===== config.mk =====
export PLATFORM = sky130hd
export DESIGN_NAME = block_mean_and_energy_8x8_top
export DESIGN_NICKNAME = d
export VERILOG_FILES = /design/src/sv/bme_pkg.sv /design/src/sv/block_mean_and_energy_8x8_top.sv
export SDC_FILE = /design/constraint.sdc
export NUM_CORES = 1
export LEC_CHECK = 0
export ABC_CLOCK_PERIOD_IN_PS = 30400
export BUFFER_PORTS_ARGS = -buffer_cell sky130_fd_sc_hd__buf_2
export CAP_MARGIN = 20
export CORE_AREA = 2 2 238 240
export CTS_BUF_LIST = sky130_fd_sc_hd__clkbuf_16
export CTS_CLUSTER_SIZE = 25
export DETAILED_ROUTE_END_ITERATION = 12
export DIE_AREA = 0 0 240 242
export PLACE_DENSITY = 0.52
export RECOVER_POWER = 100
export SETUP_SLACK_MARGIN = 0.02
export SYNTH_ARGS = -nofsm -noshare
export SYNTH_HDL_FRONTEND = slang
export SYNTH_SLANG_ARGS = --single-unit

===== constraint.sdc =====
create_clock -name i_clk -period 30.4 [get_ports i_clk]
set_input_delay 3.04 -clock i_clk [delete_from_list [all_inputs] [get_ports i_clk]]
set_output_delay 3.04 -clock i_clk [all_outputs]
set_load 0.1 [all_outputs]

===== src/sv/bme_pkg.sv =====
`timescale 1ns / 1ps
// ----------------------------------------------------------------------------
// bme_pkg
// types and constants of the 8x8 block mean and energy statistic
// ----------------------------------------------------------------------------
package bme_pkg;

    localparam int PIX_W       = 8;
    localparam int PIX_PER_ROW = 8;
    localparam int ROW_W       = PIX_W * PIX_PER_ROW;
    localparam int TOTAL_W     = 22;
    localparam int CONTRIB_W   = 20;
    localparam int OUT_W       = 32;
    localparam int ROW_CNT_W   = 3;
    localparam int MODE_W      = 2;
    localparam int SHIFT_W     = 4;

    localparam logic [ROW_CNT_W-1:0] LAST_ROW = 3'd7;

    // statistic select codes
    localparam logic [MODE_W-1:0] MODE_FULL_SQ = 2'd0;
    localparam logic [MODE_W-1:0] MODE_EVEN_SQ = 2'd1;
    localparam logic [MODE_W-1:0] MODE_EVEN_SUM = 2'd2;

    localparam logic [SHIFT_W-1:0] SHIFT_FULL_SQ  = 4'd10;
    localparam logic [SHIFT_W-1:0] SHIFT_EVEN_SQ  = 4'd11;
    localparam logic [SHIFT_W-1:0] SHIFT_EVEN_SUM = 4'd3;

    typedef logic [ROW_W-1:0]     t_row;
    typedef logic [TOTAL_W-1:0]   t_total;
    typedef logic [CONTRIB_W-1:0] t_contrib;
    typedef logic [OUT_W-1:0]     t_value;
    typedef logic [MODE_W-1:0]    t_mode;

    // per-row control captured with the item
    typedef struct packed {
        logic                 use_row;  // row adds to the total
        logic                 squares;  // add squares, else plain sum
        logic                 last;     // eighth row of the block
        logic [SHIFT_W-1:0]   shift;    // final scale for the last row
    } t_row_ctl;

endpackage


===== src/sv/block_mean_and_energy_8x8_top.sv =====
`timescale 1ns / 1ps
// ----------------------------------------------------------------------------
// block_mean_and_energy_8x8_top
// streaming 8x8 block sum of squares / pixel sum statistic
// ----------------------------------------------------------------------------
// usage
//   input channel: one item per pixel row (eight 8-bit pixels, pixel 0 in
//   bits 7:0), rows 0 to 7 of a block in order, valid/ready handshake
//   config channel: 2-bit stat_mode, always ready, write only while idle
//     0 full squares << 10, 1 even-row squares << 11, 2 even-row sum << 3,
//     code 3 acts as mode 0
//   output channel: one 32-bit item per block, after the eighth row
// timing
//   one row per cycle unless the output stalls; the result is registered
//   once the eighth row passes the input register and is accumulated into
//   the result register. the rate is set by the combinational reduction:
//   eight 8x8 squares and an adder tree feeding the 22-bit accumulator
// reset
//   synchronous, active low: mode 0, row count and total cleared, no item
// stall
//   only the last row of a block needs the output register; while a result
//   waits, rows 0 to 6 of the next block keep flowing, the last row holds
//   in the input register and in_ready drops until the result is taken
// ----------------------------------------------------------------------------
module block_mean_and_energy_8x8_top (
    input  logic                  i_clk,
    input  logic                  i_rst_n,
    // configuration
    input  logic                  i_cfg_valid,
    output logic                  o_cfg_ready,
    input  logic [1:0]            i_cfg_stat_mode,
    // row input
    input  logic                  i_in_valid,
    output logic                  o_in_ready,
    input  logic [63:0]           i_row_pixels,
    // block result
    output logic                  o_out_valid,
    input  logic                  i_out_ready,
    output logic [31:0]           o_block_value
);
    import bme_pkg::*;

    // mode register
    t_mode                  r_mode;
    // acceptance-side row counter
    logic [ROW_CNT_W-1:0]   r_row_cnt;
    logic [ROW_CNT_W-1:0]   n_row_cnt;
    // input register stage
    logic                   r_s1_valid;
    t_row                   r_s1_row;
    t_row_ctl               r_s1_ctl;
    t_row_ctl               n_s1_ctl;
    // accumulator and result register
    t_total                 r_total;
    t_total                 n_total;
    logic                   r_out_valid;
    t_value                 r_out_value;
    t_value                 n_out_value;

    logic                   in_acc;
    logic                   out_free;
    logic                   s1_move;
    logic                   row_even;
    t_contrib               row_sq;
    t_contrib               row_sum;
    t_contrib               contrib;
    t_total                 total_sum;

    assign o_cfg_ready = 1'b1;

    always_ff @(posedge i_clk) begin
        if (!i_rst_n) begin
            r_mode <= MODE_FULL_SQ;
        end else if (i_cfg_valid && o_cfg_ready) begin
            r_mode <= i_cfg_stat_mode;
        end
    end

    // the output slot is free now or is emptied at this edge
    assign out_free = !r_out_valid || i_out_ready;
    // only a last row needs the output slot
    assign s1_move  = r_s1_valid && (!r_s1_ctl.last || out_free);
    assign o_in_ready = !r_s1_valid || s1_move;
    assign in_acc   = i_in_valid && o_in_ready;

    // decode the mode for the incoming row
    assign row_even = !r_row_cnt[0];
    always_comb begin
        n_s1_ctl.last = (r_row_cnt == LAST_ROW);
        case (r_mode)
            MODE_EVEN_SQ: begin
                n_s1_ctl.use_row = row_even;
                n_s1_ctl.squares = 1'b1;
                n_s1_ctl.shift   = SHIFT_EVEN_SQ;
            end
            MODE_EVEN_SUM: begin
                n_s1_ctl.use_row = row_even;
                n_s1_ctl.squares = 1'b0;
                n_s1_ctl.shift   = SHIFT_EVEN_SUM;
            end
            default: begin
                // full squares, unused code too
                n_s1_ctl.use_row = 1'b1;
                n_s1_ctl.squares = 1'b1;
                n_s1_ctl.shift   = SHIFT_FULL_SQ;
            end
        endcase
    end

    // counter wraps naturally from the last row to row 0
    assign n_row_cnt = r_row_cnt + ROW_CNT_W'(1);

    always_ff @(posedge i_clk) begin
        if (!i_rst_n) begin
            r_row_cnt  <= '0;
            r_s1_valid <= 1'b0;
        end else begin
            if (in_acc) begin
                r_row_cnt <= n_row_cnt;
            end
            if (in_acc) begin
                r_s1_valid <= 1'b1;
            end else if (s1_move) begin
                r_s1_valid <= 1'b0;
            end
        end
    end

    always_ff @(posedge i_clk) begin
        if (in_acc) begin
            r_s1_row <= i_row_pixels;
            r_s1_ctl <= n_s1_ctl;
        end
    end

    // row reduction: eight independent squares and pixels, summed
    always_comb begin
        logic [PIX_W-1:0]     pix;
        logic [2*PIX_W-1:0]   sq;
        row_sq  = '0;
        row_sum = '0;
        for (int i = 0; i < PIX_PER_ROW; i++) begin
            pix     = r_s1_row[i*PIX_W +: PIX_W];
            sq      = (2*PIX_W)'(pix) * (2*PIX_W)'(pix);
            row_sq  = row_sq + CONTRIB_W'(sq);
            row_sum = row_sum + CONTRIB_W'(pix);
        end
    end

    always_comb begin
        if (!r_s1_ctl.use_row) begin
            contrib = '0;
        end else if (r_s1_ctl.squares) begin
            contrib = row_sq;
        end else begin
            contrib = row_sum;
        end
    end

    assign total_sum   = r_total + TOTAL_W'(contrib);
    // scale and keep the low 32 bits
    assign n_out_value = OUT_W'(total_sum) << r_s1_ctl.shift;
    assign n_total     = r_s1_ctl.last ? '0 : total_sum;

    always_ff @(posedge i_clk) begin
        if (!i_rst_n) begin
            r_total     <= '0;
            r_out_valid <= 1'b0;
        end else begin
            if (s1_move) begin
                r_total <= n_total;
            end
            if (s1_move && r_s1_ctl.last) begin
                r_out_valid <= 1'b1;
            end else if (i_out_ready) begin
                r_out_valid <= 1'b0;
            end
        end
    end

    always_ff @(posedge i_clk) begin
        if (s1_move && r_s1_ctl.last) begin
            r_out_value <= n_out_value;
        end
    end

    assign o_out_valid   = r_out_valid;
    assign o_block_value = r_out_value;

    // row counter returns to row 0 after the last row of a block
    a_cnt_wrap: assert property (@(posedge i_clk) disable iff (!i_rst_n)
        (in_acc && r_row_cnt == LAST_ROW) |=> (r_row_cnt == '0))
        else $error("row counter did not wrap after last row");

    // a result only ever comes from a last row leaving the input stage
    a_out_src: assert property (@(posedge i_clk) disable iff (!i_rst_n)
        $rose(r_out_valid) |-> $past(r_s1_valid && r_s1_ctl.last))
        else $error("result without a last row");

    // accumulator is cleared once a block completes
    a_total_clr: assert property (@(posedge i_clk) disable iff (!i_rst_n)
        (s1_move && r_s1_ctl.last) |=> (r_total == '0))
        else $error("accumulator not cleared after block");

    // a waiting result is never overwritten by the next block
    a_no_overrun: assert property (@(posedge i_clk) disable iff (!i_rst_n)
        (r_out_valid && !i_out_ready) |-> !(s1_move && r_s1_ctl.last))
        else $error("result overwritten while stalled");

endmodule

# After elaboration in Yosys (flattened, before gate mapping)
# Cells that the tools add are included.
# word_totals
ff_bits	132
inputBits	71
output_inout_bits	35
elab_cells	60
# op_classes
add_sub_neg	16
multipliers	8
eq_ne	3
shift	1
mux	9
n_reduce_logical	12
# op_table
operator	count
$mul A8 B8 Y16	8
$add A20 B16 Y20	3
$mux W20	2
$shl A22 B4 Y32	1
$add A22 B20 Y22	1
$mux W22	1
$add A19 B16 Y20	1
$add A18 B16 Y19	1
$add A17 B16 Y18	1
$add A16 B16 Y17	1
$add A14 B8 Y15	1
$add A13 B8 Y14	1
$add A12 B8 Y13	1
$add A11 B8 Y12	1
$add A10 B8 Y11	1
$add A9 B8 Y10	1
$add A8 B8 Y9	1
$pmux W4 S2	1
$logic_not A1 Y1	4
$mux W1	4
$pmux W2 S2	1
$reduce_bool A2 Y1	2
$add A3 B1 Y3 const B	1
$eq A3 B3 Y1 const B	1
other kinds (4)	8

# Logic depth before layout (Yosys ltp)
# depth
ltp_word	12
depth_mapped	39

# Worst setup path after synthesis
# No wires, ideal clock.
# synth_path
kind	reg-to-reg
startpoint	register r_s1_row[3]
endpoint	register r_out_value[22] (netlist: o_block_value[22]) (data pin)
setup_time_ns	0.272
t_arrival_ns	9.430
t_required_ns	30.128
setup_slack_ns	20.698
stages_incl_launch_ff	35
n_path_buf	2
period_less_slack_ns	9.702
path_cell_list	edfxtp_1 and2_1 fa_1 inv_1 fa_1 inv_1 fa_1 fa_1 fa_1 inv_1 fa_1 inv_1 fa_1 fa_1 fa_1 inv_1 fa_1 inv_1 ha_1 or2_2 a21oi_1 a31oi_1 nor3b_1 nor3_1 xor2_1 nor2_1 ha_1 buf_2 and4_1 clkbuf_1 and3_1 a2111oi_0 o22ai_1 xor2_1 mux4_2
# synth_via
elab_chain_len	12
# synth_rtl
element	line	source
from (decl)	block_mean_and_energy_8x8_top.sv:50	t_row r_s1_row;
from (signal assigned)	block_mean_and_energy_8x8_top.sv:131	r_s1_row <= i_row_pixels;
$mul A8 B8 Y16	block_mean_and_energy_8x8_top.sv:144	sq = (2*PIX_W)'(pix) * (2*PIX_W)'(pix);
$add A16 B16 Y17	block_mean_and_energy_8x8_top.sv:145	row_sq = row_sq + CONTRIB_W'(sq);
$add A17 B16 Y18	block_mean_and_energy_8x8_top.sv:145	
$add A18 B16 Y19	block_mean_and_energy_8x8_top.sv:145	
$add A19 B16 Y20	block_mean_and_energy_8x8_top.sv:145	
$add A20 B16 Y20 (3 in a row)	block_mean_and_energy_8x8_top.sv:145	
$mux W20 *	block_mean_and_energy_8x8_top.sv:153	end else if (r_s1_ctl.squares) begin
$mux W20 *	block_mean_and_energy_8x8_top.sv:151	if (!r_s1_ctl.use_row) begin
$add A22 B20 Y22 *	block_mean_and_energy_8x8_top.sv:160	assign total_sum = r_total + TOTAL_W'(contrib);
$shl A22 B4 Y32 *	block_mean_and_energy_8x8_top.sv:162	assign n_out_value = OUT_W'(total_sum) << r_s1_ctl.shift;
named net n_out_value[22]	block_mean_and_energy_8x8_top.sv:58	t_value n_out_value;
to (signal assigned)	block_mean_and_energy_8x8_top.sv:183	r_out_value <= n_out_value;
to (decl)	block_mean_and_energy_8x8_top.sv:57	t_value r_out_value;
# The timed path passes the listed nets; every way through them passes the cells marked *.
# A chain may end at the register's enable or synchronous reset.

# Worst setup path after layout
# layout_path
startpoint	register r_s1_row[52]
endpoint	register r_out_value[23] (netlist: o_block_value[23]) (data pin)
# layout_via
elab_chain_len	7
# layout_rtl
element	line
$mul A8 B8 Y16	block_mean_and_energy_8x8_top.sv:144
$add A20 B16 Y20 (2 in a row)	block_mean_and_energy_8x8_top.sv:145
$mux W20 *	block_mean_and_energy_8x8_top.sv:153
$mux W20 *	block_mean_and_energy_8x8_top.sv:151
$add A22 B20 Y22 *	block_mean_and_energy_8x8_top.sv:160
$shl A22 B4 Y32 *	block_mean_and_energy_8x8_top.sv:162
named net n_out_value[23]	block_mean_and_energy_8x8_top.sv:58
# Marks and branches as above.

==> results <==
- The final non-filler cell area is 23800 um^2.
- Setup repair after global routing left no endpoint under its margin.
- Across every metal layer, demand over resource in global routing totals 20.7%.
- Hold timing on the final database bottoms out at a slack of 461 ps.
- The TritonCTS sink count is 127.
- The floorplan step set the die height to 242 um.
- Counting buffers and inverters, the worst setup path is 31 cells deep.
- After clock tree synthesis, the clock-pin slew on the worst setup and hold paths is 70 ps.
- The number of antenna violations at the first check in global routing came to 0.
- Yosys printed 0 warnings.
- The count of pins on the block boundary is 106.
- The floorplan step set the die width to 240 um.
- The final setup skew is 18.3 ps.
- The net count of the finished layout is 2976.
- Detailed routing inserted a total of 14300 vias.
- The final-report hold violation count came to 0.
- The root buffer cell chosen for the clock tree is clkbuf_16.
- The total buffers and inverters traversed by the critical path is 5.
- The share of flip-flops with an asynchronous set or reset after synthesis is 0%.
- The cell family with the largest share of critical-path delay is adder cells.
- The standard-cell row count is 87.
- Once the floorplan was initialized, standard cells occupied 39.3% of the core.
- The minimum clock period after layout is 10830 ps.
- The total of endpoints with negative setup slack in the final report is 0.
- For the worst-skew pair, the clock arrives at the later sink with an insertion delay of 500 ps.
- The signed area change from the synthesized netlist to the final layout is 8.75%.
- Sequential cells were found to cover 16.1% of the synthesized design area.
- The path class of the tightest hold or removal check is reg2reg.
- The maximum operating frequency is 92.3 MHz.
- The first global-routing pass estimated 89800 um of wire.
- After the flow finishes, the layout carries non-filler instances totaling 3005.
- Entering global routing, the biggest net connects 43 pins.
- The end point of the critical path is o_block_value[23]$_DFFE_PP_.
- The tightest slew margin relative to the limit is -113%.
- Counting tap cells, the placed design contains a total of 2973 instances.
- In this design, the stage delay of the slowest critical-path cell is 690 ps.
- The maximum root-to-sink buffer count is 2.
- For this run, the detailed router's first-pass iteration total came to 5.
- Among all flip-flop cells after synthesis, the most frequent one is edfxtp_1.
- The part of the cycle the worst path needs is 35.6%.
- Leaving out fill and tap cells, the most frequent cell in the layout is inv_1.
- Once the clock tree was built, the resizer swapped 0 gates to a different size.
- The cell count after synthesis came out at 2141.
- After detailed routing, the total wire length is 55300 um.
- The cell depth of the worst flop-to-flop path is 31.
- The flip-flop and latch count after synthesis is 127.
- TritonCTS built the clock tree.
- After synthesis, the mean cell area works out to 10.2 um^2.
- In the layout the commonest cells are inv_1 (585), fa_1 (444), ha_1 (225).
- Counting instances, the worst hold path has a depth of 2.
- The number of hold buffers added after CTS was 0.
- The destination of the worst register-to-register timing path is o_block_value[23]$_DFFE_PP_.
- The arrival time reported for the critical path endpoint is 11060 ps.
- The fraction of layout cells with a size suffix above 1 is 5.16%.
- The slew at the pin with the worst max-slew slack is 3190 ps.
- The worst endpoint required time is 30630 ps.
- The vias per cell is 4.76.
- The deepest level of the CTS H-tree is 4.
- The count of maximum capacitance violations is 2.
- After detailed routing, the average wire length per cell comes to 18.4 um.
- The worst setup path is of the reg2reg kind.
- The global placement routability congestion is 0.834.
- The die covers 58100 um^2.
- Tracing the worst setup path back leads to its startpoint at r_s1_row[52]$_DFFE_PP_.
- The highest net fanout along the worst path is 7.
- The number of global-route vias before repair came to 16000.
- The CTS buffer count is 17.
- The floorplan core area is 55700 um^2.
- The setup slack of the most critical reg-to-reg path is 19570 ps.
- For this run, design rule violations remaining after detail routing come to 0.
- STA classifies the critical path startpoint as a flop.
- Once detail routing completed, the nets flagged for antenna violations numbered 0.
- Summed over all nets, the half-perimeter wirelength after detailed placement is 47600 um.
- After synthesis the cells add up to 21900 um^2.
- The run finished, with violations left.
- The post-CTS setup buffer count is 0.
- The global-route congestion overflow total is 0.
- The number of different library cells in the post-synthesis netlist is 68.
- The total inserted antenna cells is 0.
- In this run the cell area measured after placement is 23300 um^2.
- The capturing element type of the critical path is a flop.
- The most numerous cell on the critical path is fa_1.
- The max-slew violation total from the final report is 75.
- In this run the critical register-to-register path is launched from r_s1_row[52]$_DFFE_PP_.
- For this design, the slowest cell found on the critical path is edfxtp_1.
- The checks that failed: capacitance limit, slew limit.
- The number of flops mapped to enable cells by yosys is 98.
- The first routing iteration left 620 violations.
- After routing, the total negative slack on setup checks comes to 0 ps.
- In this run the tool buffered the top-level ports with 102 buffer cells.
-- metal layers --
layer | up-vias | GRT usage, % | share of wire [%]
met5 | - | 0 | 0
met4 | 0 | 5.44 | 1.9
met3 | 48 | 2.79 | 2.4
met2 | 176 | 34.8 | 51
met1 | 7349 | 28.0 | 45
li1 | 6734 | - | -
-- cell type report --
type | count | area, um^2
Fill cell | 5554 | 31900
Multi-Input combinational cell | 1393 | 16000
Sequential cell | 127 | 3520
Inverter | 588 | 2210
Tap cell | 756 | 946
Timing Repair Buffer | 109 | 490
Clock buffer | 17 | 425
Clock inverter | 15 | 204
-- cells in the mapped netlist (4+ instances only) --
cell	n	area share [%]
clkbuf_1	31	0.53
a211o_1	4	0.16
fa_1	444	41
edfxtp_1	98	13
o21ai_0	26	0.59
a21o_1	21	0.72
inv_1	586	10
nand4_1	4	0.11
nand2_1	121	2.1
a31oi_1	4	0.11
nor2b_1	22	0.63
and3_1	11	0.31
dfxtp_1	29	2.7
nor3b_1	7	0.24
a211oi_1	6	0.21
nor2_1	91	1.6
a31o_2	5	0.20
o21a_1	11	0.38
nor3_1	20	0.46
xor2_1	16	0.64
mux2i_1	23	1.1
nand3_1	21	0.48
and2_1	140	4.0
o211ai_1	4	0.14
nand3b_1	4	0.14
ha_1	225	13
xnor2_1	30	1.2
o21bai_1	6	0.21
a22oi_1	15	0.51
or2_2	8	0.23
a21oi_1	48	1.1
-- cell families (layout without fill, tap and decap cells) --
kind of cell               after synthesis  count (layout)  share of synthesized area, %
adders and majority gates              669             669                          53.4
buffers and inverters                  624             729                          10.7
and+or+nand+nor                        465             465                          10.8
AOI/OAI and AO/OA                      179             179                          5.57
DFF                                    127             127                          16.1
xor gates and xnor gates                46              46                          1.84
muxes                                   29              29                          1.51
other                                    2               5                        0.0343
-- metrics by stage --
step           util (%)  setup WS, ps
2_1_floorplan         -         20700
3_3_place_gp       41.8         19860
3_5_place_dp       41.8         19720
4_1_cts            42.9         19690
5_1_grt            42.7         19090
6_report           42.7         19570
-- sequential cells by signal, summed over array words and instances (netlist names) --
signal,count
r_row_cnt,3
r_mode,2
o_out_valid,1
o_block_value,30
r_s1_ctl,4
r_s1_valid,1
r_total,22
r_s1_row,64
-- worst min path at each step --
stage / startpoint / to / slack, ps
floorplan: r_total[16]$_SDFFE_PN0P_ / r_total[16]$_SDFFE_PN0P_ / 440
global placement: r_row_cnt[1]$_SDFFE_PN0P_ / r_row_cnt[1]$_SDFFE_PN0P_ / 450
global route: r_row_cnt[2]$_SDFFE_PN0P_ / r_row_cnt[2]$_SDFFE_PN0P_ / 490
CTS: r_row_cnt[2]$_SDFFE_PN0P_ / r_row_cnt[2]$_SDFFE_PN0P_ / 460
finish: r_row_cnt[2]$_SDFFE_PN0P_ / r_row_cnt[2]$_SDFFE_PN0P_ / 460
detailed placement: r_total[0]$_SDFFE_PN0P_ / r_total[0]$_SDFFE_PN0P_ / 450
-- tightest hold or removal path, delay by kind of cell, from the launching register on --
family / cells / cell delay, ps
flip-flops: 1 / 310
AO/OA/AOI/OAI: 1 / 50
AND/OR/NAND/NOR: 1 / 50
Power is not shown: default switching activity piles up to over one toggle a cycle in this logic, so the estimate is an artifact.
